===== config.mk =====
export PLATFORM = sky130hd
export DESIGN_NAME = dls_table_ram
export DESIGN_NICKNAME = d
export VERILOG_FILES = /design/src/hdl/dls_pkg.sv /design/src/hdl/dls_table_ram.sv
export SDC_FILE = /design/constraint.sdc
export NUM_CORES = 2
export LEC_CHECK = 0
export BUFFER_PORTS_ARGS = -buffer_cell sky130_fd_sc_hd__buf_4
export CAP_MARGIN = 20
export CORE_UTILIZATION = 30
export DETAILED_ROUTE_END_ITERATION = 8
export PLACE_DENSITY_LB_ADDON = 0.25
export SLEW_MARGIN = 5
export SYNTH_ARGS = -nofsm -noshare
export SYNTH_HDL_FRONTEND = slang
export SYNTH_SLANG_ARGS = --single-unit

===== constraint.sdc =====
create_clock -name clk -period 4.7 [get_ports clk]
set_input_delay 0.235 -clock clk [delete_from_list [all_inputs] [get_ports clk]]
set_output_delay 0.235 -clock clk [all_outputs]
set_load 0.01 [all_outputs]

===== src/hdl/dls_pkg.sv =====
// Shared constants and types for the dimmer level stepper.
`default_nettype none
package dls_pkg;

  // table geometry
  localparam int LEVEL_COUNT = 256;
  localparam int IDX_W       = (LEVEL_COUNT > 1) ? $clog2(LEVEL_COUNT) : 1;
  localparam int LVL_W       = 8;
  localparam int DUTY_W      = 8;
  // read address holds any level plus one, so the entry past the end is reachable
  localparam int ADDR_W      = LVL_W + 1;

  // event codes
  localparam logic [2:0] OP_TOGGLE  = 3'd0;
  localparam logic [2:0] OP_BRIGHT  = 3'd1;
  localparam logic [2:0] OP_DIM     = 3'd2;
  localparam logic [2:0] OP_SET     = 3'd3;
  localparam logic [2:0] OP_WRITE   = 3'd4;
  localparam logic [2:0] OP_REAPPLY = 3'd5;

  // status codes
  localparam logic [1:0] ST_OK    = 2'd0;
  localparam logic [1:0] ST_RANGE = 2'd1;
  localparam logic [1:0] ST_MAX   = 2'd2;
  localparam logic [1:0] ST_MIN   = 2'd3;

  // table write request
  typedef struct packed {
    logic              en;
    logic [LVL_W-1:0]  addr;
    logic [DUTY_W-1:0] data;
  } tbl_wr_t;

  // one result beat
  typedef struct packed {
    logic              light_on;
    logic [LVL_W-1:0]  level_now;
    logic [DUTY_W-1:0] duty_now;
    logic [1:0]        status;
  } rsp_t;

endpackage
`default_nettype wire


===== src/hdl/dls_table_ram.sv =====
// Level table: synchronous RAM with per-entry valid bits cleared by reset.
`default_nettype none
module dls_table_ram
  import dls_pkg::*;
(
  input  wire logic              clk,
  input  wire logic              rst,
  input  wire logic [ADDR_W-1:0] rd_addr,
  output logic      [DUTY_W-1:0] rd_data,
  input  wire tbl_wr_t           wr
);

  logic [DUTY_W-1:0]      mem [LEVEL_COUNT];
  logic [LEVEL_COUNT-1:0] valid;
  logic                   rd_in_range;
  logic                   wr_in_range;

  assign rd_in_range = rd_addr < ADDR_W'(LEVEL_COUNT);
  assign wr_in_range = {1'b0, wr.addr} < ADDR_W'(LEVEL_COUNT);

  // write port; writes past the end are dropped
  always_ff @(posedge clk) begin
    if (wr.en && wr_in_range) begin
      mem[wr.addr[IDX_W-1:0]] <= wr.data;
    end
  end

  // valid bits: an unwritten entry reads as zero
  always_ff @(posedge clk) begin
    if (rst) begin
      valid <= '0;
    end else if (wr.en && wr_in_range) begin
      valid[wr.addr[IDX_W-1:0]] <= 1'b1;
    end
  end

  // registered read; out of range reads zero
  always_ff @(posedge clk) begin
    if (rd_in_range && valid[rd_addr[IDX_W-1:0]]) begin
      rd_data <= mem[rd_addr[IDX_W-1:0]];
    end else begin
      rd_data <= '0;
    end
  end

endmodule
`default_nettype wire


==> out/results.ini <==
[worst_setup_path]
critPathLaunchType = input port
required_ns = 5.48
crit_type = in2reg
cp_cell_sequence = buf_8 > buf_12 > buf_4 > mux4_2 > a22oi_1 > a21oi_1 > nor4_1 > buf_4 > a31o_2 > a2111oi_2
critPathTopFamily = buffers and inverters
crit_top_cell = buf_4
critPathSlowestCell = nor4_1
end_kind = flop
rr_worst_depth = 5
cp.depth = 10
crit_path_max_fanout = 41
cpPeakStageDelay_ns = 0.67
cp_num_buf_inv = 4
arrival_ns = 3.94

[synthesis]
yosysUniqueCellTypes = 58
synth.avg_cell_area_um2 = 18.6
yosysTopAreaCellShare_pct = 68.5
synth_fp_nets = 4864
syn_area_mm2 = 0.0897
synth_commonest_cells = edfxtp_1, nor2_1, mux4_2
synth_ff_type = edfxtp_1
ys_seq_area_share_pct = 74.4
async_flop_share_pct = 0
yosysWarnings = 0
synth-seq-cells = 2312
yosysMostFrequentCell = edfxtp_1
synth_area_leaders = edfxtp_1, mux4_2, dfxtp_1
syn_inst = 4836
yosysTopAreaCell = edfxtp_1
synth_edf_count = 2048

[sta]
relSlewSlack_pct = 20.0
fmaxAchievable_mhz = 316
finalSetupViolations = 0
finalCritPeriodShare_pct = 67.2
fin_setup_tns_ns = 0
drv_slew = 0
setup_ws_ns = 1.54
rsz0062_at_grt = false
timing.hold.ws_ns = 0.103
period_minus_slack_ns = 3.16
hold_viol = 0
fin_skew_ns = 0.0778
tightest_slew_ns = 1.20

[power]
p_leak_nw = 32.8
ir_worst_vdd_mv = 0.335
cellPowerDensity_mw_per_mm2 = 418

[routing]
avgViaCountPerCell = 5.09
drc = 0
drt_wl_total_um = 256000
firstDrtPassIters = 5
ant_nets = 0
drtIter0Drc = 4635
vias = 46922
wl_per_cell_um = 27.7

[run]
cap_violations = 0

[place]
placed_area_mm2 = 0.0955
post-place-ws_ns = 0.732
io_buffers = 35
dp_hpwl_um = 161000
gp_congestion = 0.846

[status]
outcome = completed

[floorplan]
die_w_um = 549
initial_core_util_pct = 30.2
core_area_mm2 = 0.297
die-area_mm2 = 0.301
io_pins = 36
fp.dieH_um = 549
core.rowCount = 200

[hold_path]
whs_path_depth = 3
worstHoldPathType = in2reg

[clocking]
tritoncts = done
path_clk_slew_ns = 0.07
clk_latency_ns = 0.92
clk_path_buf_depth = 4
cts-root-buf = clkbuf_16
htree_num_levels = 4
cts_sinks = 2312
cts_made_buffers = 238

[global_routing]
grt_max_degree = 113
grt-ovfl-total = 0
grtUsageTotal_pct = 16.8
antenna_found_initial = 19
grt_first_pass_wirelength_um = 363000
grt_pass1_vias = 47303

[layout]
nets = 5103
area_delta_synth_final_pct = 15.2
design_area_mm2 = 0.103
layout-drive-gt1-share_pct = 21.6

==> sequential cells by signal, indices dropped and copies added, names as in the netlist <==
register / cells
mem: 2048
valid: 256
rd_data: 8
==> kinds of logic after synthesis <==
logic type      count (synthesis)  synth area share, %
flops                        2312                 74.4
mux                           720                 14.5
buf+inv                       312                 2.11
simple gates                  926                 4.22
compound gates                566                 4.70
==> per-stage QoR <==
| stage | utilization [%] | power (mW) | std cells |
|---|---|---|---|
| 6_report | 34.8 | 43.2 | 9217 |
| 5_1_grt | 34.8 | 44.4 | 9215 |
| 4_1_cts | 34.7 | 43.6 | 9201 |
| 3_5_place_dp | 32.1 | 25.0 | 8755 |
| 3_3_place_gp | 32.1 | 25.0 | 8751 |
| 2_1_floorplan | - | 24.0 | 4836 |
==> final timing paths <==
kind / startpoint / endpoint / slack [ns]
hold / removal: rd_addr[7] / rd_data[6]$_SDFF_PN0_ / 0.10
setup / recovery: rd_addr[0] / rd_data[1]$_SDFF_PN0_ / 1.54
hold reg to reg: valid[92]$_SDFFE_PP0P_ / valid[92]$_SDFFE_PP0P_ / 0.46
setup reg to reg: mem[74][6]$_DFFE_PP_ / rd_data[6]$_SDFF_PN0_ / 1.84
==> tightest hold or removal path, stage by stage <==
cell and delay, ns:
buf_4 0.22, o32ai_4 0.24, a2111oi_2 0.23
==> metal layers <==
layer  global-route usage [%]  vias up  share of wire (%)
li1                         -    19939                  -
met3                     2.83      370                6.0
met5                        0        -              0.017
met1                     23.1    25126                 44
met4                     4.60        6                2.7
met2                     27.2     1481                 48
==> area by class of cell <==
class / count / area (um^2)
flip-flops and latches: 2312 / 66800
repair buffers: 308 / 2780
clock buffers: 341 / 6840
clock inverters: 94 / 843
diodes: 8 / 20.0
inverters: 3 / 15.0
fillers: 27905 / 194000
well taps: 3939 / 4930
multi-input cells: 2212 / 21200
==> report_power, final <==
| group | total (mW) | switching (mW) | internal, mW | leakage [nW] |
|---|---|---|---|---|
| Clock | 18.6 | 8.00 | 10.6 | 3.76 |
| Sequential | 22.4 | 0.0324 | 22.4 | 20.5 |
| Combinational | 2.16 | 1.47 | 0.697 | 8.51 |
==> cells in the final DEF, fill, tap and decap left out, drive strengths merged, types with 9 or more instances in the layout <==
master | Yosys | routed
a2111oi | 16 | 16
o21ai | 49 | 49
bufinv | 0 | 10
dfxtp | 264 | 264
o211ai | 17 | 17
nor3 | 25 | 25
buf | 146 | 297
a21oi | 124 | 124
clkbuf | 163 | 341
edfxtp | 2048 | 2048
a22oi | 93 | 93
nand2 | 57 | 57
nor4 | 10 | 10
nor2b | 30 | 30
mux2i | 263 | 263
dlygate4sd3 | 0 | 11
a211oi | 26 | 26
o21ba | 29 | 29
nor2 | 732 | 732
nand4 | 9 | 9
nand3 | 23 | 23
mux4 | 454 | 454
o22ai | 42 | 42
o31ai | 16 | 16
o221ai | 98 | 98
clkinv | 0 | 75
and2 | 11 | 11
a211o | 9 | 9
==> what timing repair did <==
action | in CTS | in global routing
gates resized for setup | 0 | 0
setup buffers | 0 | 0
hold buffers | 11 | 0
hold endpoints to repair | 693 | 0
endpoints found under the setup margin | 0 | 0
No activity file was read; power rests on OpenSTA's default activity.
